<file path="config.mk">
export PLATFORM = sky130hd
export DESIGN_NAME = md5_message_digest
export DESIGN_NICKNAME = d
export VERILOG_FILES = /design/src/rtl/core/md5_pkg.sv /design/src/rtl/core/md5_message_digest.sv /design/src/rtl/core/md5_front.sv /design/src/rtl/core/md5_fifo.sv /design/src/rtl/core/md5_core.sv
export SDC_FILE = /design/constraint.sdc
export NUM_CORES = 2
export LEC_CHECK = 0
export BUFFER_PORTS_ARGS = -buffer_cell sky130_fd_sc_hd__buf_2
export CORE_MARGIN = 2
export CORE_UTILIZATION = 50
export DETAILED_ROUTE_END_ITERATION = 7
export PLACE_DENSITY_LB_ADDON = 0.05
export SKIP_CTS_REPAIR_TIMING = 1
export SLEW_MARGIN = 20
export SYNTH_ARGS = -nofsm -noshare
export SYNTH_HDL_FRONTEND = slang
export SYNTH_HIERARCHICAL = 1
export SYNTH_SLANG_ARGS = --single-unit
</file>
<file path="constraint.sdc">
create_clock -name clk -period 32.7 [get_ports clk]
set_input_delay 6.54 -clock clk [delete_from_list [all_inputs] [get_ports clk]]
set_output_delay 6.54 -clock clk [all_outputs]
set_load 0.01 [all_outputs]
</file>
<file path="src/rtl/core/md5_pkg.sv">
`timescale 1ns / 1ps
// MD5 digest engine: shared types, constants and round helpers.
// Used by every module in rtl/core; depends on nothing.
package md5_pkg;

  typedef struct packed {
    logic [7:0] data_byte;
    logic       byte_valid;
    logic       message_end;
  } md5_in_t;

  typedef struct packed {
    logic [63:0] digest_high;
    logic [63:0] digest_low;
  } md5_out_t;

  typedef struct packed {
    logic [31:0] word;
    logic        blk_last;
    logic        msg_last;
  } md5_word_t;

  typedef enum logic [1:0] {
    F_IDLE,
    F_MARK,
    F_ZERO,
    F_LEN
  } front_state_t;

  typedef enum logic [1:0] {
    B_LOAD,
    B_ROUND,
    B_FINAL
  } core_state_t;

  typedef struct packed {
    core_state_t state;
    logic [3:0]  widx;
  } core_status_t;

  localparam int FIFO_DEPTH = 4;
  localparam int FIFO_AW    = $clog2(FIFO_DEPTH);

  localparam logic [7:0] PAD_BYTE  = 8'h80;
  localparam logic [5:0] LEN_POS   = 6'd56;
  localparam logic [5:0] BLK_LAST  = 6'h3F;
  localparam logic [5:0] ROUND_END = 6'd63;
  localparam logic [3:0] WORD_LAST = 4'd15;

  localparam logic [31:0] INIT_A = 32'h67452301;
  localparam logic [31:0] INIT_B = 32'hefcdab89;
  localparam logic [31:0] INIT_C = 32'h98badcfe;
  localparam logic [31:0] INIT_D = 32'h10325476;

  localparam logic [31:0] ROUND_K [64] = '{
    32'hd76aa478, 32'he8c7b756, 32'h242070db, 32'hc1bdceee,
    32'hf57c0faf, 32'h4787c62a, 32'ha8304613, 32'hfd469501,
    32'h698098d8, 32'h8b44f7af, 32'hffff5bb1, 32'h895cd7be,
    32'h6b901122, 32'hfd987193, 32'ha679438e, 32'h49b40821,
    32'hf61e2562, 32'hc040b340, 32'h265e5a51, 32'he9b6c7aa,
    32'hd62f105d, 32'h02441453, 32'hd8a1e681, 32'he7d3fbc8,
    32'h21e1cde6, 32'hc33707d6, 32'hf4d50d87, 32'h455a14ed,
    32'ha9e3e905, 32'hfcefa3f8, 32'h676f02d9, 32'h8d2a4c8a,
    32'hfffa3942, 32'h8771f681, 32'h6d9d6122, 32'hfde5380c,
    32'ha4beea44, 32'h4bdecfa9, 32'hf6bb4b60, 32'hbebfbc70,
    32'h289b7ec6, 32'heaa127fa, 32'hd4ef3085, 32'h04881d05,
    32'hd9d4d039, 32'he6db99e5, 32'h1fa27cf8, 32'hc4ac5665,
    32'hf4292244, 32'h432aff97, 32'hab9423a7, 32'hfc93a039,
    32'h655b59c3, 32'h8f0ccc92, 32'hffeff47d, 32'h85845dd1,
    32'h6fa87e4f, 32'hfe2ce6e0, 32'ha3014314, 32'h4e0811a1,
    32'hf7537e82, 32'hbd3af235, 32'h2ad7d2bb, 32'heb86d391
  };

  localparam logic [4:0] ROT_S [16] = '{
    5'd7, 5'd12, 5'd17, 5'd22, 5'd5, 5'd9, 5'd14, 5'd20,
    5'd4, 5'd11, 5'd16, 5'd23, 5'd6, 5'd10, 5'd15, 5'd21
  };

  function automatic logic [3:0] msg_index(input logic [5:0] rnd);
    logic [3:0] r;
    logic [3:0] k;
    r = rnd[3:0];
    case (rnd[5:4])
      2'd0:    k = r;
      2'd1:    k = 4'(r * 4'd5 + 4'd1);
      2'd2:    k = 4'(r * 4'd3 + 4'd5);
      default: k = 4'(r * 4'd7);
    endcase
    return k;
  endfunction

  function automatic logic [31:0] rotl32(input logic [31:0] v, input logic [4:0] s);
    logic [5:0] rs;
    rs = 6'd32 - {1'b0, s};
    return (v << s) | (v >> rs);
  endfunction

endpackage

</file>
<file path="src/rtl/core/md5_message_digest.sv">
`timescale 1ns / 1ps
// MD5 message digest engine, top level.
// Depends on md5_pkg, md5_front, md5_fifo and md5_core.
//
// Usage: push one request per message step on in_item (a byte with byte_valid,
// and/or message_end). A request is taken when in_push is high and in_full is
// low. Bytes are taken one per cycle while the word queue has room; a full
// 64-byte block is compressed in 64 rounds of the single round unit and then
// finalized; the round unit and the four-word queue that hides its busy time
// set the sustained input rate.
// After message_end, in_full stays high while 9 to 72 pad and length bytes are
// generated, one per cycle while the word queue has room; the digest appears
// once the core has compressed and finalized the last block. The digest is held on
// out_item while out_empty is low and is removed by out_pop. A waiting digest
// does not block new input: the next message streams in and compresses, and
// only its own finalize waits for the output register to be popped.
// Reset (rst_n low at a clock edge) loads the initial chaining values, clears
// the bit count and the queue, and drops any waiting digest.
module md5_message_digest
  import md5_pkg::*;
(
  input  logic     clk,
  input  logic     rst_n,
  input  logic     in_push,
  input  md5_in_t  in_item,
  output logic     in_full,
  output md5_out_t out_item,
  output logic     out_empty,
  input  logic     out_pop
);

  logic         fifo_full;
  logic         fifo_empty;
  logic         fifo_wr;
  logic         fifo_pop;
  md5_word_t    fifo_wdata;
  md5_word_t    fifo_rdata;
  core_status_t core_st;

  md5_front u_front (
    .clk        (clk),
    .rst_n      (rst_n),
    .in_push    (in_push),
    .in_item    (in_item),
    .in_full    (in_full),
    .fifo_full  (fifo_full),
    .fifo_wr    (fifo_wr),
    .fifo_wdata (fifo_wdata)
  );

  md5_fifo u_fifo (
    .clk     (clk),
    .rst_n   (rst_n),
    .wr_en   (fifo_wr),
    .wr_data (fifo_wdata),
    .full    (fifo_full),
    .rd_en   (fifo_pop),
    .rd_data (fifo_rdata),
    .empty   (fifo_empty)
  );

  md5_core u_core (
    .clk        (clk),
    .rst_n      (rst_n),
    .fifo_empty (fifo_empty),
    .fifo_rdata (fifo_rdata),
    .fifo_pop   (fifo_pop),
    .out_item   (out_item),
    .out_empty  (out_empty),
    .out_pop    (out_pop),
    .status     (core_st)
  );

  a_msg_last_ends_block: assert property (@(posedge clk) disable iff (!rst_n)
    fifo_wr && fifo_wdata.msg_last |-> fifo_wdata.blk_last)
    else $error("message end word does not close a block");

  a_end_blocks_input: assert property (@(posedge clk) disable iff (!rst_n)
    in_push && !in_full && in_item.message_end |=> in_full)
    else $error("input not held off during padding");

  a_block_aligned: assert property (@(posedge clk) disable iff (!rst_n)
    fifo_pop && !fifo_empty && fifo_rdata.blk_last |-> core_st.widx == WORD_LAST)
    else $error("block end word not at word index 15");

  a_digest_after_final: assert property (@(posedge clk) disable iff (!rst_n)
    $fell(out_empty) |-> $past(core_st.state == B_FINAL))
    else $error("digest appeared outside finalize");

endmodule

</file>
<file path="src/rtl/core/md5_front.sv">
`timescale 1ns / 1ps
// MD5 front end: takes message bytes, appends padding and length, packs words.
// Depends on md5_pkg; feeds md5_fifo.
module md5_front
  import md5_pkg::*;
(
  input  logic      clk,
  input  logic      rst_n,
  input  logic      in_push,
  input  md5_in_t   in_item,
  output logic      in_full,
  input  logic      fifo_full,
  output logic      fifo_wr,
  output md5_word_t fifo_wdata
);

  front_state_t state_r, state_nxt;
  logic [63:0]  bit_count_r;
  logic [63:0]  len_r;
  logic [31:0]  word_r;
  logic [5:0]   pos;
  logic         in_acc;
  logic         push_en;
  logic [7:0]   push_byte;
  logic         len_done;

  assign pos      = bit_count_r[8:3];
  assign in_full  = (state_r != F_IDLE) || fifo_full;
  assign in_acc   = in_push && !in_full;
  assign len_done = (state_r == F_LEN) && push_en && (pos == BLK_LAST);

  always_comb begin
    state_nxt = state_r;
    case (state_r)
      F_IDLE: begin
        if (in_acc && in_item.message_end) state_nxt = F_MARK;
      end
      F_MARK, F_ZERO: begin
        if (!fifo_full) state_nxt = (6'(pos + 6'd1) == LEN_POS) ? F_LEN : F_ZERO;
      end
      F_LEN: begin
        if (!fifo_full && pos == BLK_LAST) state_nxt = F_IDLE;
      end
      default: state_nxt = F_IDLE;
    endcase
  end

  always_comb begin
    push_en   = 1'b0;
    push_byte = 8'd0;
    case (state_r)
      F_IDLE: begin
        push_en   = in_acc && in_item.byte_valid;
        push_byte = in_item.data_byte;
      end
      F_MARK: begin
        push_en   = !fifo_full;
        push_byte = PAD_BYTE;
      end
      F_ZERO: begin
        push_en   = !fifo_full;
        push_byte = 8'd0;
      end
      F_LEN: begin
        push_en   = !fifo_full;
        push_byte = len_r[{pos[2:0], 3'b000} +: 8];
      end
      default: begin
        push_en   = 1'b0;
        push_byte = 8'd0;
      end
    endcase
  end

  assign fifo_wr             = push_en && (pos[1:0] == 2'd3);
  assign fifo_wdata.word     = {push_byte, word_r[31:8]};
  assign fifo_wdata.blk_last = (pos == BLK_LAST);
  assign fifo_wdata.msg_last = (pos == BLK_LAST) && (state_r == F_LEN);

  always_ff @(posedge clk) begin
    if (!rst_n) begin
      state_r     <= F_IDLE;
      bit_count_r <= 64'd0;
    end else begin
      state_r <= state_nxt;
      if (len_done) begin
        bit_count_r <= 64'd0;
      end else if (push_en) begin
        bit_count_r <= bit_count_r + 64'd8;
      end
    end
  end

  always_ff @(posedge clk) begin
    if (push_en) begin
      word_r <= {push_byte, word_r[31:8]};
    end
    if (state_r == F_IDLE && in_acc && in_item.message_end) begin
      len_r <= in_item.byte_valid ? bit_count_r + 64'd8 : bit_count_r;
    end
  end

endmodule

</file>
<file path="src/rtl/core/md5_fifo.sv">
`timescale 1ns / 1ps
// Short word queue between the MD5 front end and the compression core.
// Depends on md5_pkg for the entry type and depth.
module md5_fifo
  import md5_pkg::*;
(
  input  logic      clk,
  input  logic      rst_n,
  input  logic      wr_en,
  input  md5_word_t wr_data,
  output logic      full,
  input  logic      rd_en,
  output md5_word_t rd_data,
  output logic      empty
);

  md5_word_t                mem_r [FIFO_DEPTH];
  logic [FIFO_AW-1:0]       wptr_r;
  logic [FIFO_AW-1:0]       rptr_r;
  logic [FIFO_AW:0]         cnt_r;
  logic                     do_wr;
  logic                     do_rd;

  assign full    = (cnt_r == (FIFO_AW+1)'(FIFO_DEPTH));
  assign empty   = (cnt_r == '0);
  assign do_wr   = wr_en && !full;
  assign do_rd   = rd_en && !empty;
  assign rd_data = mem_r[rptr_r];

  always_ff @(posedge clk) begin
    if (!rst_n) begin
      wptr_r <= '0;
      rptr_r <= '0;
      cnt_r  <= '0;
    end else begin
      if (do_wr) wptr_r <= wptr_r + FIFO_AW'(1);
      if (do_rd) rptr_r <= rptr_r + FIFO_AW'(1);
      if (do_wr && !do_rd) begin
        cnt_r <= cnt_r + (FIFO_AW+1)'(1);
      end else if (do_rd && !do_wr) begin
        cnt_r <= cnt_r - (FIFO_AW+1)'(1);
      end
    end
  end

  always_ff @(posedge clk) begin
    if (do_wr) mem_r[wptr_r] <= wr_data;
  end

endmodule

</file>
<file path="src/rtl/core/md5_core.sv">
`timescale 1ns / 1ps
// MD5 compression core: loads 16 words, runs 64 rounds, finalizes and holds the digest.
// Depends on md5_pkg; reads words from md5_fifo.
module md5_core
  import md5_pkg::*;
(
  input  logic         clk,
  input  logic         rst_n,
  input  logic         fifo_empty,
  input  md5_word_t    fifo_rdata,
  output logic         fifo_pop,
  output md5_out_t     out_item,
  output logic         out_empty,
  input  logic         out_pop,
  output core_status_t status
);

  core_state_t state_r, state_nxt;
  logic [31:0] w_r [16];
  logic [3:0]  widx_r;
  logic [5:0]  rnd_r;
  logic        fin_r;
  logic [31:0] a_r, b_r, c_r, d_r;
  logic [31:0] ch_a_r, ch_b_r, ch_c_r, ch_d_r;
  md5_out_t    out_r;
  logic        out_valid_r;
  logic        out_take;
  logic        round_en;
  logic        final_en;
  logic [31:0] f;
  logic [31:0] sum;
  logic [31:0] new_b;
  logic [31:0] s_a, s_b, s_c, s_d;

  assign out_take  = out_pop && out_valid_r;
  assign out_empty = !out_valid_r;
  assign out_item  = out_r;
  assign status    = '{state: state_r, widx: widx_r};

  always_comb begin
    state_nxt = state_r;
    case (state_r)
      B_LOAD: begin
        if (!fifo_empty && fifo_rdata.blk_last) state_nxt = B_ROUND;
      end
      B_ROUND: begin
        if (rnd_r == ROUND_END) state_nxt = B_FINAL;
      end
      B_FINAL: begin
        if (!fin_r || !out_valid_r || out_take) state_nxt = B_LOAD;
      end
      default: state_nxt = B_LOAD;
    endcase
  end

  always_comb begin
    fifo_pop = 1'b0;
    round_en = 1'b0;
    final_en = 1'b0;
    case (state_r)
      B_LOAD:  fifo_pop = !fifo_empty;
      B_ROUND: round_en = 1'b1;
      B_FINAL: final_en = !fin_r || !out_valid_r || out_take;
      default: begin
        fifo_pop = 1'b0;
        round_en = 1'b0;
        final_en = 1'b0;
      end
    endcase
  end

  always_comb begin
    case (rnd_r[5:4])
      2'd0:    f = (b_r & c_r) | (~b_r & d_r);
      2'd1:    f = (b_r & d_r) | (c_r & ~d_r);
      2'd2:    f = b_r ^ c_r ^ d_r;
      default: f = c_r ^ (b_r | ~d_r);
    endcase
    sum   = a_r + f + w_r[msg_index(rnd_r)] + ROUND_K[rnd_r];
    new_b = rotl32(sum, ROT_S[{rnd_r[5:4], rnd_r[1:0]}]) + b_r;
  end

  assign s_a = ch_a_r + a_r;
  assign s_b = ch_b_r + b_r;
  assign s_c = ch_c_r + c_r;
  assign s_d = ch_d_r + d_r;

  always_ff @(posedge clk) begin
    if (!rst_n) begin
      state_r     <= B_LOAD;
      widx_r      <= '0;
      out_valid_r <= 1'b0;
      ch_a_r      <= INIT_A;
      ch_b_r      <= INIT_B;
      ch_c_r      <= INIT_C;
      ch_d_r      <= INIT_D;
    end else begin
      state_r <= state_nxt;
      if (fifo_pop) widx_r <= widx_r + 4'd1;
      if (final_en) begin
        if (fin_r) begin
          ch_a_r <= INIT_A;
          ch_b_r <= INIT_B;
          ch_c_r <= INIT_C;
          ch_d_r <= INIT_D;
        end else begin
          ch_a_r <= s_a;
          ch_b_r <= s_b;
          ch_c_r <= s_c;
          ch_d_r <= s_d;
        end
      end
      if (final_en && fin_r) begin
        out_valid_r <= 1'b1;
      end else if (out_take) begin
        out_valid_r <= 1'b0;
      end
    end
  end

  always_ff @(posedge clk) begin
    if (fifo_pop) begin
      w_r[widx_r] <= fifo_rdata.word;
      if (fifo_rdata.blk_last) begin
        fin_r <= fifo_rdata.msg_last;
        rnd_r <= '0;
        a_r   <= ch_a_r;
        b_r   <= ch_b_r;
        c_r   <= ch_c_r;
        d_r   <= ch_d_r;
      end
    end
    if (round_en) begin
      a_r   <= d_r;
      d_r   <= c_r;
      c_r   <= b_r;
      b_r   <= new_b;
      rnd_r <= rnd_r + 6'd1;
    end
    if (final_en && fin_r) begin
      out_r.digest_low  <= {s_b, s_a};
      out_r.digest_high <= {s_d, s_c};
    end
  end

endmodule
</file>
==> flow_metrics.env <==
export IMPL_status="completed"
export IMPL_nets=6282
export IMPL_detail_route_wl_per_cell_um=26.9
export IMPL_yosys_mux_area_fraction=0.0769
export IMPL_hold_class="reg2reg"
export IMPL_synth_top_family_by_area="compound AO/OA/AOI/OAI gates"
export IMPL_grt_pass1_wl_um=310000
export IMPL_slowest_stage="or2_2"
export IMPL_filler_cell_count=11300
export IMPL_syn_area_per_cell_um2=11.1
export IMPL_start_kind="register"
export IMPL_worst_pin_slew_ns=1.19
export IMPL_worstPathRequired_ns=33.19
export IMPL_firstDrtPassIters=6
export IMPL_r2r_end="u_core/b_r[31]"
export IMPL_gp_congestion=0.990
export IMPL_coreArea_mm2=0.131
export IMPL_clkTransAtPathRegs_ns=0.06
export IMPL_wl_met1_um=91600
export IMPL_post_route_period_util=0.410
export IMPL_wirelength_um=211000
export IMPL_grt_overflow_total=0
export IMPL_grt_antenna_before_repair=8
export IMPL_synthXorXnorAreaFrac=0.0401
export IMPL_grt_max_degree=133
export IMPL_synth_fa_ha_area_frac=0.0657
export IMPL_num_io_pins=144
export IMPL_vias=48800
export IMPL_final_setup_skew_ns=0.0294
export IMPL_io_buffers=143
export IMPL_rsz0062_at_grt="no"
export IMPL_die_y_um=367
export IMPL_clock_sinks=1203
export IMPL_ys_warn_count=6
export IMPL_synth_simple_area_share=0.133
export IMPL_ant_nets=0
export IMPL_crit_type="reg2reg"
export IMPL_root_buffer="clkbuf_16"
export IMPL_cts_made_buffers=134
export IMPL_synth_compound_area_frac=0.135
export IMPL_synth_distinct_cells=104
export IMPL_via_per_inst=6.23
export IMPL_endpoint="u_core/b_r[31]"
export IMPL_ys_seq_area_frac=0.516
export IMPL_final_common_cell="edfxtp_1"
export IMPL_cp_startpoint="u_core/rnd_r[2]"
export IMPL_htreeDepth=4
export IMPL_slew_headroom=0.188
export IMPL_slowest_delay_ns=0.85
export IMPL_setup_tns_ns=0
export IMPL_area_growth_pct=10.5
export IMPL_met3_length_um=14100
export IMPL_start_util=0.503
export IMPL_setup_viol=0
export IMPL_r2r_start="u_core/rnd_r[2]"
export IMPL_arrival_ns=13.91
export IMPL_dieArea_mm2=0.135
export IMPL_mostFrequentLayoutCells="996 x edfxtp_1, 892 x nand2_1, 442 x a21oi_1, 356 x nor2_1, 266 x o21ai_0"
export IMPL_fmax_mhz=74.5
export IMPL_drive_gt1_frac=0.116
export IMPL_synthCells=5924
export IMPL_drv_slew=0
export IMPL_hpwl_um=146000
export IMPL_cp_end_kind="register"
export IMPL_wl_met2_um=98400
export IMPL_finalHoldViolations=0
export IMPL_gr_usage_all_layers=0.309
export IMPL_synth_seq_cells=1203
export IMPL_ff2ff_setup_slack_ns=19.28
export IMPL_cts_buffer_depth=3
export IMPL_syn_area_mm2=0.0660
export IMPL_holdPathStages=2
export IMPL_dr_max_layer_used="met5"
export IMPL_synth_edff_count=996
export IMPL_die_w_um=367
export IMPL_drtIter0Drc=4936
export IMPL_synth_nets=6241
export IMPL_r2r_cells=43
export IMPL_cts_tree="done"
export IMPL_fp_row_count=133
export IMPL_grt_pass1_vias=46200
export IMPL_cp_common_cell="fa_1"
export IMPL_clk_latency_ns=0.78
export IMPL_synth_ff_type="edfxtp_1"
export IMPL_path_max_fanout=94
export IMPL_async_flop_share=0
export IMPL_drc=0
export IMPL_maxCapViolations=0
export IMPL_layout_min_cycle_time_ns=13.42
metal layers:
layer / vias to the layer above / global-route usage
met4: 2 / 0.0996
met5: - / 0
met3: 311 / 0.0413
li1: 22200 / -
met2: 1883 / 0.491
met1: 24500 / 0.440
worst min path at each step:
stage                            start                      end
2_1_floorplan        u_front/word_r[8]       u_fifo/mem_r[0][2]
3_3_place_gp   u_front/bit_count_r[63]  u_front/bit_count_r[63]
3_5_place_dp         u_core/ch_d_r[14]        u_core/ch_d_r[14]
4_1_cts              u_core/ch_d_r[14]        u_core/ch_d_r[14]
5_1_grt               u_core/ch_d_r[5]         u_core/ch_d_r[5]
6_report             u_core/ch_d_r[14]        u_core/ch_d_r[14]
cells in the mapped netlist, types with 9 or more instances:
library cell | count | area share
nor2b_1 | 72 | 0.0068
o22ai_1 | 24 | 0.0023
and4_1 | 9 | 0.0012
a21o_1 | 94 | 0.011
nand2_1 | 893 | 0.051
nand2b_1 | 41 | 0.0039
a31oi_1 | 74 | 0.0070
nor4_1 | 15 | 0.0014
xor2_1 | 127 | 0.017
nand3_1 | 123 | 0.0093
fa_1 | 73 | 0.022
o221ai_1 | 18 | 0.0024
dfxtp_1 | 207 | 0.063
or4_1 | 17 | 0.0019
o31ai_1 | 28 | 0.0032
nor3_1 | 93 | 0.0071
and2_1 | 69 | 0.0065
nor2_1 | 373 | 0.021
a22o_1 | 19 | 0.0025
nor3b_1 | 38 | 0.0043
a311oi_1 | 18 | 0.0024
clkbuf_1 | 215 | 0.012
buf_1 | 62 | 0.0035
o21bai_1 | 23 | 0.0026
nand4_1 | 60 | 0.0057
a221oi_1 | 36 | 0.0048
a22oi_1 | 58 | 0.0066
ha_1 | 230 | 0.044
a21oi_1 | 442 | 0.034
mux2_2 | 18 | 0.0031
o211ai_1 | 62 | 0.0071
and3_1 | 38 | 0.0036
xnor2_1 | 162 | 0.021
a211o_1 | 16 | 0.0021
o21a_1 | 26 | 0.0030
inv_1 | 199 | 0.011
buf_2 | 29 | 0.0022
or3_1 | 22 | 0.0021
o21ai_0 | 267 | 0.020
a211oi_1 | 88 | 0.010
edfxtp_1 | 996 | 0.45
mux2i_1 | 78 | 0.012
a31o_2 | 13 | 0.0017
mux4_2 | 176 | 0.060
cell families (layout without fill, tap and decap cells):
family / after synthesis / in the layout
AND/OR/NAND/NOR: 1915 / 1915
AO/OA/AOI/OAI: 1402 / 1402
multiplexers: 277 / 277
XOR/XNOR: 295 / 295
adder cells (fa/ha/maj): 303 / 303
other: 0 / 1
flip-flops: 1203 / 1203
buffers and inverters: 529 / 680
metrics by stage:
stage                     setup slack (ns)  cell area (um2)  hold WS [ns]  instances   util
after global placement               19.80            68500         0.471       7584  0.522
after global routing                 18.31            72900         0.507       7830  0.555
final                                19.28            72900         0.489       7831  0.555
after CTS                            19.43            72900         0.493       7830  0.555
after floorplan                      21.74            66000         0.459       5924      -
after detailed placement             19.46            68500         0.484       7584  0.522
registers in the layout, indices dropped and copies added (netlist names), 61 cells and up, named ones only:
name / count
u_core/w_r: 512
u_core/out_item: 128
u_front/len_r: 61
u_fifo/mem_r: 136
u_front/bit_count_r: 61
worst max-delay path: cells and delay by family, from the launching register on:
family          cells  cell delay [ns]
flops               1             0.37
buf+inv             6             1.51
mux                 2             0.66
simple gates        5             1.60
fa+ha+maj           7             2.58
compound gates     19             5.49
xor+xnor            4             0.82
cell type report:
type	count	area [um2]	share of cell area
clock inverter	66	731	0.0100
multi-input combinational	4192	30100	0.412
timing repair buffer	229	1420	0.0195
sequential	1203	34100	0.467
inverter	205	774	0.0106
antenna	1	2.50	0.0000343
tap	1755	2200	0.0301
clock buffer	180	3670	0.0503
Power is not shown: default switching activity piles up to over one toggle a cycle in this logic, so the estimate is an artifact.
